[config.mk]
export PLATFORM = sky130hd
export DESIGN_NAME = sliding_window_sender_tracker
export DESIGN_NICKNAME = d
export VERILOG_FILES = /design/src/rtl/swst_pkg.sv /design/src/rtl/swst_ram.sv /design/src/rtl/sliding_window_sender_tracker.sv
export VERILOG_INCLUDE_DIRS = /design/src /design/src/rtl
export SDC_FILE = /design/constraint.sdc
export NUM_CORES = 1
export LEC_CHECK = 0
export BUFFER_PORTS_ARGS = -buffer_cell sky130_fd_sc_hd__buf_4
export CORE_MARGIN = 4
export CORE_UTILIZATION = 35
export CTS_CLUSTER_SIZE = 28
export DETAILED_ROUTE_END_ITERATION = 10
export PLACE_DENSITY = 0.51
export SLEW_MARGIN = 20
export SYNTH_ARGS = -nofsm -noshare
export SYNTH_HDL_FRONTEND = slang
export SYNTH_SLANG_ARGS = --single-unit
[constraint.sdc]
create_clock -name clk -period 13.3 [get_ports clk]
set_input_delay 0.665 -clock clk [delete_from_list [all_inputs] [get_ports clk]]
set_output_delay 0.665 -clock clk [all_outputs]
set_load 0.005 [all_outputs]
[src/rtl/sliding_window_sender_tracker_assert.svh]
// ----------------------------------------------------------------------------
// Sliding window sender tracker: assertion macros
// Clocked assertion shorthands shared by the tracker RTL.
// ----------------------------------------------------------------------------
`ifndef SLIDING_WINDOW_SENDER_TRACKER_ASSERT_SVH
`define SLIDING_WINDOW_SENDER_TRACKER_ASSERT_SVH

// The consequent must hold in the same cycle as the antecedent.
`define SWST_ASSERT_SAME(label, ante, cons, msg) \
    label: assert property (@(posedge clk) disable iff (!rst_n) (ante) |-> (cons)) \
        else $error(msg);

// The consequent must hold in the cycle after the antecedent.
`define SWST_ASSERT_NEXT(label, ante, cons, msg) \
    label: assert property (@(posedge clk) disable iff (!rst_n) (ante) |=> (cons)) \
        else $error(msg);

`endif

[src/rtl/swst_pkg.sv]
// ----------------------------------------------------------------------------
// Sliding window sender tracker: package
// Field widths, command and result codes, configuration indexes and defaults.
// ----------------------------------------------------------------------------
`timescale 1ns / 1ps
`default_nettype none

package swst_pkg;

    localparam int SEQ_W          = 32;
    localparam int OFF_W          = 32;
    localparam int CMD_W          = 2;
    localparam int KIND_W         = 4;
    localparam int WIN_W          = 4;
    localparam int RETRY_W        = 3;
    localparam int SECS_W         = 8;
    localparam int CFG_IDX_W      = 2;
    localparam int CFG_DATA_W     = 8;
    localparam int MAX_RESULTS    = 8;
    localparam int RES_W          = 4;

    localparam int DEF_MAX_WINDOW  = 8;
    localparam int DEF_LENGTH_BITS = 11;

    localparam logic [WIN_W-1:0]   WINDOW_RESET  = 4'd5;
    localparam logic [RETRY_W-1:0] RETRIES_RESET = 3'd5;
    localparam logic [SECS_W-1:0]  GIVE_UP_RESET = 8'd30;
    localparam logic [RETRY_W-1:0] RETRY_SAT     = 3'd7;

    typedef enum logic [CMD_W-1:0] {
        CMD_SEGMENT  = 2'd0,
        CMD_ACK      = 2'd1,
        CMD_TICK     = 2'd2,
        CMD_RESERVED = 2'd3
    } cmd_t;

    typedef enum logic [KIND_W-1:0] {
        KIND_TRANSMIT    = 4'd0,
        KIND_WINDOW_FULL = 4'd1,
        KIND_ACK_OK      = 4'd2,
        KIND_ACK_IGNORED = 4'd3,
        KIND_RETRANSMIT  = 4'd4,
        KIND_RETRY_LIMIT = 4'd5,
        KIND_SERVER_LOST = 4'd6,
        KIND_NONE_PEND   = 4'd7,
        KIND_HALTED      = 4'd8
    } kind_t;

    typedef enum logic [CFG_IDX_W-1:0] {
        CFG_WINDOW_SIZE = 2'd0,
        CFG_MAX_RETRIES = 2'd1,
        CFG_GIVE_UP     = 2'd2
    } cfg_idx_t;

endpackage

`default_nettype wire

[src/rtl/swst_ram.sv]
// ----------------------------------------------------------------------------
// Sliding window sender tracker: generic RAM
// Single write port, single read port, registered read data.
// ----------------------------------------------------------------------------
`timescale 1ns / 1ps
`default_nettype none

module swst_ram #(
    parameter int WIDTH  = 8,
    parameter int DEPTH  = 8,
    parameter int ADDR_W = (DEPTH > 1) ? $clog2(DEPTH) : 1
) (
    input  wire logic              clk,
    input  wire logic              wr_en,
    input  wire logic [ADDR_W-1:0] wr_addr,
    input  wire logic [WIDTH-1:0]  wr_data,
    input  wire logic              rd_en,
    input  wire logic [ADDR_W-1:0] rd_addr,
    output logic      [WIDTH-1:0]  rd_data
);

    logic [WIDTH-1:0] mem [DEPTH];

    always_ff @(posedge clk)
    begin
        if (wr_en)
        begin
            mem[wr_addr] <= wr_data;
        end
        if (rd_en)
        begin
            rd_data <= mem[rd_addr];
        end
    end

endmodule

`default_nettype wire

[src/rtl/sliding_window_sender_tracker.sv]
// ----------------------------------------------------------------------------
// Sliding window sender tracker
// Transmit-side window bookkeeping for a selective-repeat transfer.
// ----------------------------------------------------------------------------
// A new segment, a refused or halted command, an ignored acknowledgement or a lost
// server is answered in the cycle after start. An accepted acknowledgement slides
// the base over each freed slot in ST_SLIDE. A timeout tick scans the window in
// ST_SCAN, with a read-modify-write of the slot RAM in ST_SCAN_WB per pending slot.
// One command at a time; busy falls as the final result is registered and results
// cannot be stalled. Asynchronous reset clears the window, marks and halt flag.
`timescale 1ns / 1ps
`default_nettype none

module sliding_window_sender_tracker #(
    parameter int MAX_WINDOW  = swst_pkg::DEF_MAX_WINDOW,
    parameter int LENGTH_BITS = swst_pkg::DEF_LENGTH_BITS
) (
    input  wire logic                             clk,
    input  wire logic                             rst_n,
    input  wire logic                             start,
    output logic                                  busy,
    input  wire logic [swst_pkg::CMD_W-1:0]       command,
    input  wire logic [swst_pkg::OFF_W-1:0]       segment_offset,
    input  wire logic [LENGTH_BITS-1:0]           segment_length,
    input  wire logic [swst_pkg::SEQ_W-1:0]       ack_number,
    input  wire logic [swst_pkg::SECS_W-1:0]      idle_seconds,
    input  wire logic                             cfg_write,
    input  wire logic [swst_pkg::CFG_IDX_W-1:0]   cfg_index,
    input  wire logic [swst_pkg::CFG_DATA_W-1:0]  cfg_data,
    output logic                                  result_valid,
    output logic [swst_pkg::KIND_W-1:0]           kind,
    output logic [swst_pkg::SEQ_W-1:0]            seq,
    output logic [swst_pkg::OFF_W-1:0]            offset,
    output logic [LENGTH_BITS-1:0]                length,
    output logic [swst_pkg::SEQ_W-1:0]            window_base,
    output logic [swst_pkg::SEQ_W-1:0]            next_number,
    output logic                                  last
);

    import swst_pkg::*;

    `include "sliding_window_sender_tracker_assert.svh"

    localparam int SLOT_W  = (MAX_WINDOW > 1) ? $clog2(MAX_WINDOW) : 1;
    localparam int WIN_CAP = (MAX_WINDOW < MAX_RESULTS) ? MAX_WINDOW : MAX_RESULTS;
    localparam int RAM_W   = OFF_W + LENGTH_BITS + RETRY_W;

    typedef enum logic [4:0] {
        ST_IDLE    = 5'b00001,
        ST_SLIDE   = 5'b00010,
        ST_SCAN    = 5'b00100,
        ST_SCAN_WB = 5'b01000,
        ST_FLUSH   = 5'b10000
    } state_t;

    state_t                state_reg, state_next;
    logic [WIN_W-1:0]      window_size_reg, window_size_next;
    logic [RETRY_W-1:0]    max_retries_reg, max_retries_next;
    logic [SECS_W-1:0]     give_up_reg, give_up_next;
    logic [SEQ_W-1:0]      base_reg, base_next;
    logic [SEQ_W-1:0]      assign_reg, assign_next;
    logic [SLOT_W-1:0]     base_slot_reg, base_slot_next;
    logic [MAX_WINDOW-1:0] pending_reg, pending_next;
    logic                  halted_reg, halted_next;
    logic                  hold_valid_reg, hold_valid_next;
    logic                  result_valid_reg;

    kind_t                 hold_kind_reg, hold_kind_next;
    logic [SEQ_W-1:0]      hold_seq_reg, hold_seq_next;
    logic [OFF_W-1:0]      hold_off_reg, hold_off_next;
    logic [LENGTH_BITS-1:0] hold_len_reg, hold_len_next;
    logic [SEQ_W-1:0]      ack_reg, ack_next;
    logic [RES_W-1:0]      d_reg, d_next;
    logic [SLOT_W-1:0]     rd_slot_reg, rd_slot_next;

    kind_t                 kind_reg;
    logic [SEQ_W-1:0]      seq_reg;
    logic [OFF_W-1:0]      offset_reg;
    logic [LENGTH_BITS-1:0] length_reg;
    logic                  last_reg;

    logic                  emit_valid;
    kind_t                 emit_kind;
    logic [SEQ_W-1:0]      emit_seq;
    logic [OFF_W-1:0]      emit_off;
    logic [LENGTH_BITS-1:0] emit_len;
    logic                  emit_last;

    logic                  ram_wr_en;
    logic [SLOT_W-1:0]     ram_wr_addr;
    logic [RAM_W-1:0]      ram_wr_data;
    logic                  ram_rd_en;
    logic [SLOT_W-1:0]     ram_rd_addr;
    logic [RAM_W-1:0]      ram_rd_data;

    logic [SEQ_W-1:0]      occ_full;
    logic [RES_W-1:0]      occ_n;
    logic [WIN_W-1:0]      eff_window;
    logic [SEQ_W-1:0]      ack_dist;
    logic [SEQ_W-1:0]      d_wide;
    logic [SLOT_W-1:0]     scan_slot;
    logic [OFF_W-1:0]      rd_off;
    logic [LENGTH_BITS-1:0] rd_len;
    logic [RETRY_W-1:0]    rd_retry;
    logic [RETRY_W-1:0]    new_retry;

    function automatic logic [SLOT_W-1:0] slot_of(input logic [SLOT_W-1:0] bs,
                                                  input logic [SEQ_W-1:0] span);
        logic [SLOT_W:0] sum;
        sum = {1'b0, bs} + {1'b0, span[SLOT_W-1:0]};
        if (sum >= (SLOT_W + 1)'(MAX_WINDOW))
        begin
            sum = sum - (SLOT_W + 1)'(MAX_WINDOW);
        end
        return sum[SLOT_W-1:0];
    endfunction

    swst_ram #(
        .WIDTH  (RAM_W),
        .DEPTH  (MAX_WINDOW),
        .ADDR_W (SLOT_W)
    ) u_slot_ram (
        .clk     (clk),
        .wr_en   (ram_wr_en),
        .wr_addr (ram_wr_addr),
        .wr_data (ram_wr_data),
        .rd_en   (ram_rd_en),
        .rd_addr (ram_rd_addr),
        .rd_data (ram_rd_data)
    );

    assign occ_full  = assign_reg - base_reg;
    assign occ_n     = occ_full[RES_W-1:0];
    assign ack_dist  = ack_number - base_reg;
    assign d_wide    = {{(SEQ_W - RES_W){1'b0}}, d_reg};
    assign scan_slot = slot_of(base_slot_reg, d_wide);
    assign rd_off    = ram_rd_data[RAM_W-1 -: OFF_W];
    assign rd_len    = ram_rd_data[RETRY_W +: LENGTH_BITS];
    assign rd_retry  = ram_rd_data[RETRY_W-1:0];
    assign new_retry = (rd_retry == RETRY_SAT) ? RETRY_SAT : rd_retry + RETRY_W'(1);

    always_comb
    begin
        if (window_size_reg == '0)
        begin
            eff_window = WIN_W'(1);
        end
        else if (window_size_reg > WIN_W'(WIN_CAP))
        begin
            eff_window = WIN_W'(WIN_CAP);
        end
        else
        begin
            eff_window = window_size_reg;
        end
    end

    always_comb
    begin
        window_size_next = window_size_reg;
        max_retries_next = max_retries_reg;
        give_up_next     = give_up_reg;
        if (cfg_write)
        begin
            case (cfg_index)
                CFG_WINDOW_SIZE: window_size_next = cfg_data[WIN_W-1:0];
                CFG_MAX_RETRIES: max_retries_next = cfg_data[RETRY_W-1:0];
                CFG_GIVE_UP:     give_up_next     = cfg_data[SECS_W-1:0];
                default:         window_size_next = window_size_reg;
            endcase
        end
    end

    always_comb
    begin
        state_next      = state_reg;
        base_next       = base_reg;
        assign_next     = assign_reg;
        base_slot_next  = base_slot_reg;
        pending_next    = pending_reg;
        halted_next     = halted_reg;
        hold_valid_next = hold_valid_reg;
        hold_kind_next  = hold_kind_reg;
        hold_seq_next   = hold_seq_reg;
        hold_off_next   = hold_off_reg;
        hold_len_next   = hold_len_reg;
        ack_next        = ack_reg;
        d_next          = d_reg;
        rd_slot_next    = rd_slot_reg;

        emit_valid = 1'b0;
        emit_kind  = KIND_HALTED;
        emit_seq   = '0;
        emit_off   = '0;
        emit_len   = '0;
        emit_last  = 1'b0;

        ram_wr_en   = 1'b0;
        ram_wr_addr = slot_of(base_slot_reg, occ_full);
        ram_wr_data = {segment_offset, segment_length, RETRY_W'(0)};
        ram_rd_en   = 1'b0;
        ram_rd_addr = scan_slot;

        case (state_reg)
            ST_IDLE:
            begin
                if (start)
                begin
                    emit_valid = 1'b1;
                    emit_last  = 1'b1;
                    if (halted_reg || command == CMD_RESERVED)
                    begin
                        emit_kind = KIND_HALTED;
                    end
                    else if (command == CMD_SEGMENT)
                    begin
                        if (occ_full < {{(SEQ_W - WIN_W){1'b0}}, eff_window})
                        begin
                            ram_wr_en = 1'b1;
                            pending_next[ram_wr_addr] = 1'b1;
                            assign_next = assign_reg + SEQ_W'(1);
                            emit_kind   = KIND_TRANSMIT;
                            emit_seq    = assign_reg;
                            emit_off    = segment_offset;
                            emit_len    = segment_length;
                        end
                        else
                        begin
                            emit_kind = KIND_WINDOW_FULL;
                        end
                    end
                    else if (command == CMD_ACK)
                    begin
                        if (ack_dist < occ_full && ack_dist < SEQ_W'(MAX_WINDOW)
                            && pending_reg[slot_of(base_slot_reg, ack_dist)])
                        begin
                            pending_next[slot_of(base_slot_reg, ack_dist)] = 1'b0;
                            ack_next   = ack_number;
                            emit_valid = 1'b0;
                            state_next = ST_SLIDE;
                        end
                        else
                        begin
                            emit_kind = KIND_ACK_IGNORED;
                            emit_seq  = ack_number;
                        end
                    end
                    else if (idle_seconds >= give_up_reg)
                    begin
                        halted_next = 1'b1;
                        emit_kind   = KIND_SERVER_LOST;
                    end
                    else
                    begin
                        emit_valid      = 1'b0;
                        d_next          = '0;
                        hold_valid_next = 1'b0;
                        state_next      = ST_SCAN;
                    end
                end
            end

            ST_SLIDE:
            begin
                if (base_reg != assign_reg && !pending_reg[base_slot_reg])
                begin
                    base_next = base_reg + SEQ_W'(1);
                    if (base_slot_reg == SLOT_W'(MAX_WINDOW - 1))
                    begin
                        base_slot_next = '0;
                    end
                    else
                    begin
                        base_slot_next = base_slot_reg + SLOT_W'(1);
                    end
                end
                else
                begin
                    emit_valid = 1'b1;
                    emit_last  = 1'b1;
                    emit_kind  = KIND_ACK_OK;
                    emit_seq   = ack_reg;
                    state_next = ST_IDLE;
                end
            end

            ST_SCAN:
            begin
                if (d_reg == occ_n)
                begin
                    emit_valid = 1'b1;
                    emit_last  = 1'b1;
                    if (hold_valid_reg)
                    begin
                        emit_kind = hold_kind_reg;
                        emit_seq  = hold_seq_reg;
                        emit_off  = hold_off_reg;
                        emit_len  = hold_len_reg;
                    end
                    else
                    begin
                        emit_kind = KIND_NONE_PEND;
                    end
                    state_next = ST_IDLE;
                end
                else if (!pending_reg[scan_slot])
                begin
                    d_next = d_reg + RES_W'(1);
                end
                else
                begin
                    ram_rd_en    = 1'b1;
                    rd_slot_next = scan_slot;
                    state_next   = ST_SCAN_WB;
                end
            end

            ST_SCAN_WB:
            begin
                ram_wr_en   = 1'b1;
                ram_wr_addr = rd_slot_reg;
                ram_wr_data = {rd_off, rd_len, new_retry};
                if (hold_valid_reg)
                begin
                    emit_valid = 1'b1;
                    emit_kind  = hold_kind_reg;
                    emit_seq   = hold_seq_reg;
                    emit_off   = hold_off_reg;
                    emit_len   = hold_len_reg;
                end
                hold_valid_next = 1'b1;
                hold_seq_next   = base_reg + d_wide;
                hold_off_next   = rd_off;
                hold_len_next   = rd_len;
                if (new_retry >= max_retries_reg)
                begin
                    hold_kind_next = KIND_RETRY_LIMIT;
                    halted_next    = 1'b1;
                    state_next     = ST_FLUSH;
                end
                else
                begin
                    hold_kind_next = KIND_RETRANSMIT;
                    d_next         = d_reg + RES_W'(1);
                    state_next     = ST_SCAN;
                end
            end

            ST_FLUSH:
            begin
                emit_valid = 1'b1;
                emit_last  = 1'b1;
                emit_kind  = hold_kind_reg;
                emit_seq   = hold_seq_reg;
                emit_off   = hold_off_reg;
                emit_len   = hold_len_reg;
                state_next = ST_IDLE;
            end

            default:
            begin
                state_next = ST_IDLE;
            end
        endcase
    end

    always_ff @(posedge clk or negedge rst_n)
    begin
        if (!rst_n)
        begin
            state_reg        <= ST_IDLE;
            window_size_reg  <= WINDOW_RESET;
            max_retries_reg  <= RETRIES_RESET;
            give_up_reg      <= GIVE_UP_RESET;
            base_reg         <= '0;
            assign_reg       <= '0;
            base_slot_reg    <= '0;
            pending_reg      <= '0;
            halted_reg       <= 1'b0;
            hold_valid_reg   <= 1'b0;
            result_valid_reg <= 1'b0;
        end
        else
        begin
            state_reg        <= state_next;
            window_size_reg  <= window_size_next;
            max_retries_reg  <= max_retries_next;
            give_up_reg      <= give_up_next;
            base_reg         <= base_next;
            assign_reg       <= assign_next;
            base_slot_reg    <= base_slot_next;
            pending_reg      <= pending_next;
            halted_reg       <= halted_next;
            hold_valid_reg   <= hold_valid_next;
            result_valid_reg <= emit_valid;
        end
    end

    always_ff @(posedge clk)
    begin
        hold_kind_reg <= hold_kind_next;
        hold_seq_reg  <= hold_seq_next;
        hold_off_reg  <= hold_off_next;
        hold_len_reg  <= hold_len_next;
        ack_reg       <= ack_next;
        d_reg         <= d_next;
        rd_slot_reg   <= rd_slot_next;
        kind_reg      <= emit_kind;
        seq_reg       <= emit_seq;
        offset_reg    <= emit_off;
        length_reg    <= emit_len;
        last_reg      <= emit_last;
    end

    assign busy         = (state_reg != ST_IDLE);
    assign result_valid = result_valid_reg;
    assign kind         = kind_reg;
    assign seq          = seq_reg;
    assign offset       = offset_reg;
    assign length       = length_reg;
    assign window_base  = base_reg;
    assign next_number  = assign_reg;
    assign last         = last_reg;

    `SWST_ASSERT_SAME(a_occ_bounded, 1'b1, occ_full <= SEQ_W'(WIN_CAP),
        "occupancy exceeds the window capacity")
    `SWST_ASSERT_SAME(a_pending_in_window, 1'b1,
        $countones(pending_reg) <= int'(occ_n),
        "more pending marks than segments in flight")
    `SWST_ASSERT_SAME(a_busy_ends_with_last, $fell(busy), result_valid && last,
        "command finished without a final result")
    `SWST_ASSERT_NEXT(a_halted_answers, start && !busy && halted_reg,
        result_valid && last && kind == KIND_HALTED,
        "halted block answered a transaction with the wrong result")

endmodule

`default_nettype wire
# Word-level counts from Yosys, hierarchy flattened

Memory sizes are Yosys's and may differ from the RTL's. A register that Yosys moved wholly into a read port is not among the register bits.
Cells that the tools add are included.

Flip-flop bits (word level): 296
RAM bits: 368
Input port bits: 99
Logic and storage cells: 241
Memories: 1

Memories:

| memory         | words | width | rd ports | clocked after memory_dff | wr ports | RTL line       | text |
|---|---|---|---|---|---|---|---|
| u_slot_ram.mem | 8     | 46    | 1        | 1                        | 1        | swst_ram.sv:22 | `logic [WIDTH-1:0] mem [DEPTH];` |

Add/sub/neg operators: 14
Order comparisons: 16
Equality and inequality tests: 29
Multiplexer cells: 126
Bitwise logic cells: 6
Reduce and logical (&&, ||, !) cells: 26

Operator list:

| cell                  | count |
|---|---|
| $mux 32               | 15 |
| $pmux 32 s5           | 1 |
| $pmux 32 s4           | 1 |
| $mux 4                | 20 |
| $mux 11               | 6 |
| $add 32x1->32 const B | 2 |
| $sub 32x32->32        | 2 |
| $mux 3                | 17 |
| $mux 5                | 10 |
| $mux 46               | 1 |
| $pmux 11 s4           | 1 |
| $mux 1                | 37 |
| $add 32x4->32         | 1 |
| $lt 32x32->1          | 1 |
| $lt 32x4->1           | 1 |
| $lt 32x4->1 const B   | 1 |
| $mux 8                | 4 |
| $ne 32x32->1          | 1 |
| $ne 2x2->1 const B    | 11 |
| $lt 3x4->1 const B    | 5 |
| $pmux 4 s5            | 1 |
| $pmux 5 s4            | 1 |
| $reduce_and 6->1      | 3 |
| $reduce_and 7->1      | 2 |
| other kinds (42)      | 72 |

# Longest topological paths before layout

Depth in word-level cells: 27
Depth in mapped cells: 24
Mapped depth without buffers: 21

# Hierarchy

From an unflattened synthesis, not the netlist that was laid out.

Cells, all modules: 2473
Area total of the unflattened synthesis: 33349.5 µm²

By module, submodules not included:

| module                        | times used | cells each | area an instance (µm²) |
|---|---|---|---|
| sliding_window_sender_tracker | 1          | 1883       | 17847.1 |
| swst_ram                      | 1          | 590        | 15502.4 |

# Worst setup path after synthesis

OpenSTA, ideal clock, no wires.

Kind: in2reg
From: input ack_number[6] (netlist name)
To: register ack_reg[0] (enable)
Library setup time: 461 ps
Data arrival time: 6873 ps
Path slack: 5966 ps
Cell stages on the path: 18
Buffers on the path: 1
Cell sequence: ha_1 -> clkbuf_1 -> a21oi_1 -> o22ai_1 -> a311oi_2 -> a211oi_1 -> or3_1 -> and2_1 -> ha_1 -> a21o_1 -> a21o_1 -> a211o_1 -> a2111o_1 -> or4_1 -> nor4_1 -> and4_2 -> nand3_1 -> nor3_1

Word-level cells in the longest chain between the ends: 5
Elaborated cells on any way between the ends: 6
Classes of those cells: add/sub (1); order compare (2); reduce/logical (3)

Ends and longest elaborated chain:

| item                                        | RTL line                             | text |
|---|---|---|
| start: declaration                          | sliding_window_sender_tracker.sv:25  | `input wire logic [swst_pkg::SEQ_W-1:0] ack_number,` |
| $sub 32x32->32 (*)                          | sliding_window_sender_tracker.sv:134 | `assign ack_dist = ack_number - base_reg;` |
| $lt 32x32->1 or $lt 32x4->1 (tied branches) | sliding_window_sender_tracker.sv:234 | `if (ack_dist < occ_full && ack_dist < SEQ_W'(MAX_WINDOW)` |
| $logic_and 1x1->1 (*)                       | sliding_window_sender_tracker.sv:234 |  |
| $logic_and 1x1->1 (*)                       | sliding_window_sender_tracker.sv:235 | `&& pending_reg[slot_of(base_slot_reg, ack_dist)])` |
| $reduce_and 6->1 (no source line) (*)       | --                                   |  |
| end signal: assignment                      | sliding_window_sender_tracker.sv:405 | `ack_reg <= ack_next;` |
| end: declaration                            | sliding_window_sender_tracker.sv:72  | `logic [SEQ_W-1:0] ack_reg, ack_next;` |

Every way passes the cells marked *; elsewhere a longest branch is shown, timed or not.
A chain may end at the register's enable or synchronous reset.

# Final worst setup path

From: register base_reg[1], in the netlist window_base[1]
To: register ack_reg[21] (enable)

Word-level cells in the longest chain between the ends: 13
Elaborated cells on any way between the ends: 18
Classes of those cells: add/sub (4); order compare (3); mux (8); reduce/logical (3)

Ends and longest elaborated chain:

| item                                      | RTL line                                                                   | text |
|---|---|---|
| start: declaration                        | sliding_window_sender_tracker.sv:60                                        | `logic [SEQ_W-1:0] base_reg, base_next;` |
| start signal: assignment                  | sliding_window_sender_tracker.sv:389                                       | `base_reg <= base_next;` |
| $sub 32x32->32                            | sliding_window_sender_tracker.sv:134                                       |  |
| $add 3x3->4                               | sliding_window_sender_tracker.sv:110                                       | `sum = {1'b0, bs} + {1'b0, span[SLOT_W-1:0]};` |
| $ge 4x4->1 or $sub 3x1->3 (tied branches) | sliding_window_sender_tracker.sv:111, sliding_window_sender_tracker.sv:113 |  |
| $mux 3                                    | sliding_window_sender_tracker.sv:111                                       | `if (sum >= (SLOT_W + 1)'(MAX_WINDOW))` |
| $mux 3                                    | sliding_window_sender_tracker.sv:232                                       | `else if (command == CMD_ACK)` |
| $mux 3                                    | sliding_window_sender_tracker.sv:215                                       | `else if (command == CMD_SEGMENT)` |
| $mux 3                                    | sliding_window_sender_tracker.sv:211                                       | `if (halted_reg \|\| command == CMD_RESERVED)` |
| $mux 3                                    | sliding_window_sender_tracker.sv:207                                       | `if (start)` |
| $mux 3                                    | sliding_window_sender_tracker.sv:204                                       | `case (state_reg)` |
| $bmux 1 s3                                | sliding_window_sender_tracker.sv:235                                       |  |
| $mux 1 (not written as such)              | sliding_window_sender_tracker.sv:235                                       |  |
| $logic_and 1x1->1 (*)                     | sliding_window_sender_tracker.sv:235                                       |  |
| $reduce_and 6->1 (no source line) (*)     | --                                                                         |  |

Every way passes the cells marked *; elsewhere a longest branch is shown, timed or not. The select of a mux whose other input is x is not followed.

==> summary.md <==
| Metric | Value |
|---|---|
| Largest family of logic cells by synthesized area | `compound AO/OA/AOI/OAI gates` |
| Synth Area in XOR/XNOR | `0.0390` |
| Hold-fix buffers, CTS | `0` |
| Starting Density | `0.353` |
| Die area | `0.101 mm²` |
| Max VDD drop | `0.103 mV` |
| Diode count | `0` |
| Via count | `between 20k and 25k` |
| R2R Path End | `ack_reg[21]` |
| Largest registers | `u_slot_ram.mem x368, u_slot_ram.rd_data x46` |
| Highest clock rate | `148 MHz` |
| Crit. Startpoint | `window_base[1]` |
| Port bufs | `244` |
| Reg-to-reg slack, setup | `around 6600 ps` |
| Grt total ovfl | `0` |
| Final Critical Period | `6740 ps` |
| Chip width | `318 µm` |
| DPL Wire Length | `72,600 µm` |
| Netlist cell types | `95` |
| Final WL | `107,000 µm` |
| Cells after Synth | `roughly 2.5k` |
| Skew-Pair Late Insertion Delay | `roughly 670 ps` |
| Syn Area/Cell | `approximately 13 µm²` |
| Critical Path End Type | `register` |
| Leakage power | `14.9 nW` |
| Compound-gate portion of the synthesized area | `0.103` |
| Commonest cells post-synth | `529 x edfxtp_1, 279 x nand2_1, 119 x ha_1` |
| Synth area leaders | `edfxtp_1 47%, dfrtp_1 6.6%, mux4_2 6.6%` |
| Layout Nets | `2,978` |
| Via-to-Cell Ratio | `5.53` |
| Gp weighted congestion | `0.986` |
| Syn. warnings | `0` |
| Area share of the largest cell type after synthesis | `0.474` |
| Root buffer cell | `clkbuf_16` |
| GRT Total Usage | `0.207` |
| Number of global-route vias before repair | `23.4k` |
| Num Clock Sinks | `between 700 and 800` |
| DRC viols | `0` |
| Area Overhead vs Synth | `18.0%` |
| Status | `completed` |
| Setup Buffers After CTS | `0` |
| Post-synthesis adder-cell area fraction | `0.0480` |
| PwrDens | `138 mW/mm²` |
| Finished Layout Cells | `4,086` |
| Worst relative slew slack | `0.270` |
| Routed len/inst | `26.2 µm` |
| Worst reg-to-reg path cell count | `18` |
| Initial antenna violation count | `1` |
| DRT iter0 DRCs | `1,715` |
| Clock skew | `53.5 ps` |
| DIE HEIGHT | `between 300 and 400 µm` |
| Final Hold Fails | `0` |
| Mux contribution to synthesized area | `0.0893` |
| Top_reg_cell synth | `edfxtp_1` |
| CP endpoint | `ack_reg[21]` |
| Share of cells above drive strength 1 | `0.220` |
| CTS tree | `yes` |
| RSZ-0062 raised after global routing | `no` |
| First-pass GRT wire length | `157,000 µm` |
| Synth Cell Area | `0.0335 mm²` |
| Antenna-violating nets left | `0` |
| Design area | `0.0396 mm²` |
| Max reg flops | `roughly 370` |
| Placed cell area | `approximately 0.037 mm²` |
| Placed cell count | `roughly 3.9k` |
| Number of enable flip-flop cells after synthesis | `529` |
| # rows | `113` |
| Syn_nets | `2,727` |
| Fin crit share | `0.507` |
| Fin. max-slew vios | `0` |
| Largest Register | `u_slot_ram.mem` |
| Slew at the pin closest to its max-slew limit | `1090 ps` |
| Longest Clk Path Bufs | `3` |
| Worst setup SP type | `register` |
| Reg-to-Reg Start | `window_base[1]` |
| Synth area leader | `edfxtp_1` |
| CTS buffer count | `79` |
| Clk slew on worst S/H paths | `roughly 60 ps` |
| Placeable Area | `0.0950 mm²` |
| Worst Path Class, Setup | `reg -> reg` |
| Register area share after synthesis | `0.595` |
| FF+latch count, synth | `707` |
| H-tree Lvls | `3` |
| Worst Path Required | `13,590 ps` |
| Simple-Gate Fraction of Synth Area | `0.100` |
| Pin count of the biggest net entering global routing | `56` |
| Quantity of gates resized following cts | `0` |
| Async set or reset register ratio after synthesis | `0.139` |
| DRT Pass-1 Iters | `7` |
| Overall power | `around 0.0055 W` |
| Final setup viols | `0` |
| Hold WC Path Type | `in -> async` |
| Count leader, synth | `edfxtp_1` |
| CP Max Fanout | `30` |
| Max_cap viols | `0` |
| Setup TNS after final layout | `0 ps` |
| FILL cells | `8,905` |
| Top-Level Pins | `between 200 and 250` |
| Critical path arrival | `roughly 7000 ps` |
## cells by family after synthesis
kind of cell	count (synthesis)
flip-flops	707
adder cells (fa/ha/maj)	125
multiplexers	169
XOR/XNOR	147
buffers and inverters	211
AO/OA/AOI/OAI	469
AND/OR/NAND/NOR	675
## stage by stage
step / util / hold slack, ps / setup slack (ps)
2_1_floorplan: - / 369 / 5970
3_3_place_gp: 0.388 / 440 / 6490
3_5_place_dp: 0.388 / 437 / 6480
4_1_cts: 0.416 / 52.0 / 6530
5_1_grt: 0.417 / 107 / 6140
6_report: 0.417 / 65.8 / 6560
## worst max-delay path: stages, from the launching register on
cell      delay (ps)
dfrtp_1          530
inv_1            240
ha_1             330
nand2b_1          70
a211oi_1         720
o21ai_2          280
o21bai_1         410
a41oi_1          220
xnor2_1          440
ha_1             330
and3_1           170
a221o_1          400
a2111o_1         410
or4_1            460
nor4_1           270
and4_2           280
nand3_1           90
nor3_2           230
buf_4            470
## area by class of cell
| type | instances | area (µm²) | area share |
|---|---|---|---|
| Multi-Input combinational cell | 1585 | 12900 | 0.326 |
| Sequential cell | 707 | 20000 | 0.504 |
| Inverter | 102 | 388 | 0.00980 |
| Clock buffer | 105 | 2170 | 0.0547 |
| Timing Repair Buffer | 279 | 2110 | 0.0532 |
| Tap cell | 1265 | 1580 | 0.0400 |
| Clock inverter | 43 | 490 | 0.0124 |
## layout by cell type (no fill, tap or decap), types with 28 or more instances in the layout
cell type | synthesis | layout
dfrtp_1 | 89 | 89
a22o_1 | 75 | 75
xnor2_1 | 104 | 103
nand3_1 | 50 | 50
and3_1 | 28 | 28
o21ai_0 | 65 | 64
xor2_1 | 41 | 41
nor3_1 | 40 | 39
mux2_2 | 61 | 61
clkbuf_16 | 0 | 80
nand4_1 | 49 | 49
a221o_1 | 38 | 38
edfxtp_1 | 529 | 529
buf_4 | 1 | 278
mux4_2 | 98 | 98
nor2_1 | 75 | 74
inv_1 | 101 | 101
a21o_1 | 50 | 50
a21oi_1 | 80 | 72
dfxtp_1 | 80 | 80
nand2_1 | 279 | 278
ha_1 | 119 | 118
## power by group
part | switching [W] | internal [W] | total, W | leakage [nW]
registers | 0.0000280 | 0.00240 | 0.00242 | 6.80
clock network | 0.000924 | 0.00130 | 0.00222 | 1.29
logic | 0.000499 | 0.000312 | 0.000810 | 6.83
total | 0.00145 | 0.00401 | 0.00546 | 14.9
## routing by layer
layer | vias to the layer above | wire (µm) | track usage
met5 | - | 0 | 0
met4 | 0 | 3460 | 0.0701
met3 | 171 | 6260 | 0.0368
met2 | 750 | 51300 | 0.344
met1 | 11500 | 46000 | 0.274
li1 | 10100 | - | -
## worst min-delay path by stage
stage / startpoint / endpoint / depth (start not counted)
final: rst_n / base_slot_reg[0] / 1
after global routing: rst_n / base_slot_reg[0] / 1
after CTS: rst_n / base_slot_reg[0] / 1
after detailed placement: u_slot_ram.rd_data[31] / hold_off_reg[17] / 0
after global placement: u_slot_ram.rd_data[22] / hold_off_reg[8] / 0
after floorplan: rst_n / base_slot_reg[0] / 0
Note: power is estimated with default switching activity, not from simulation.
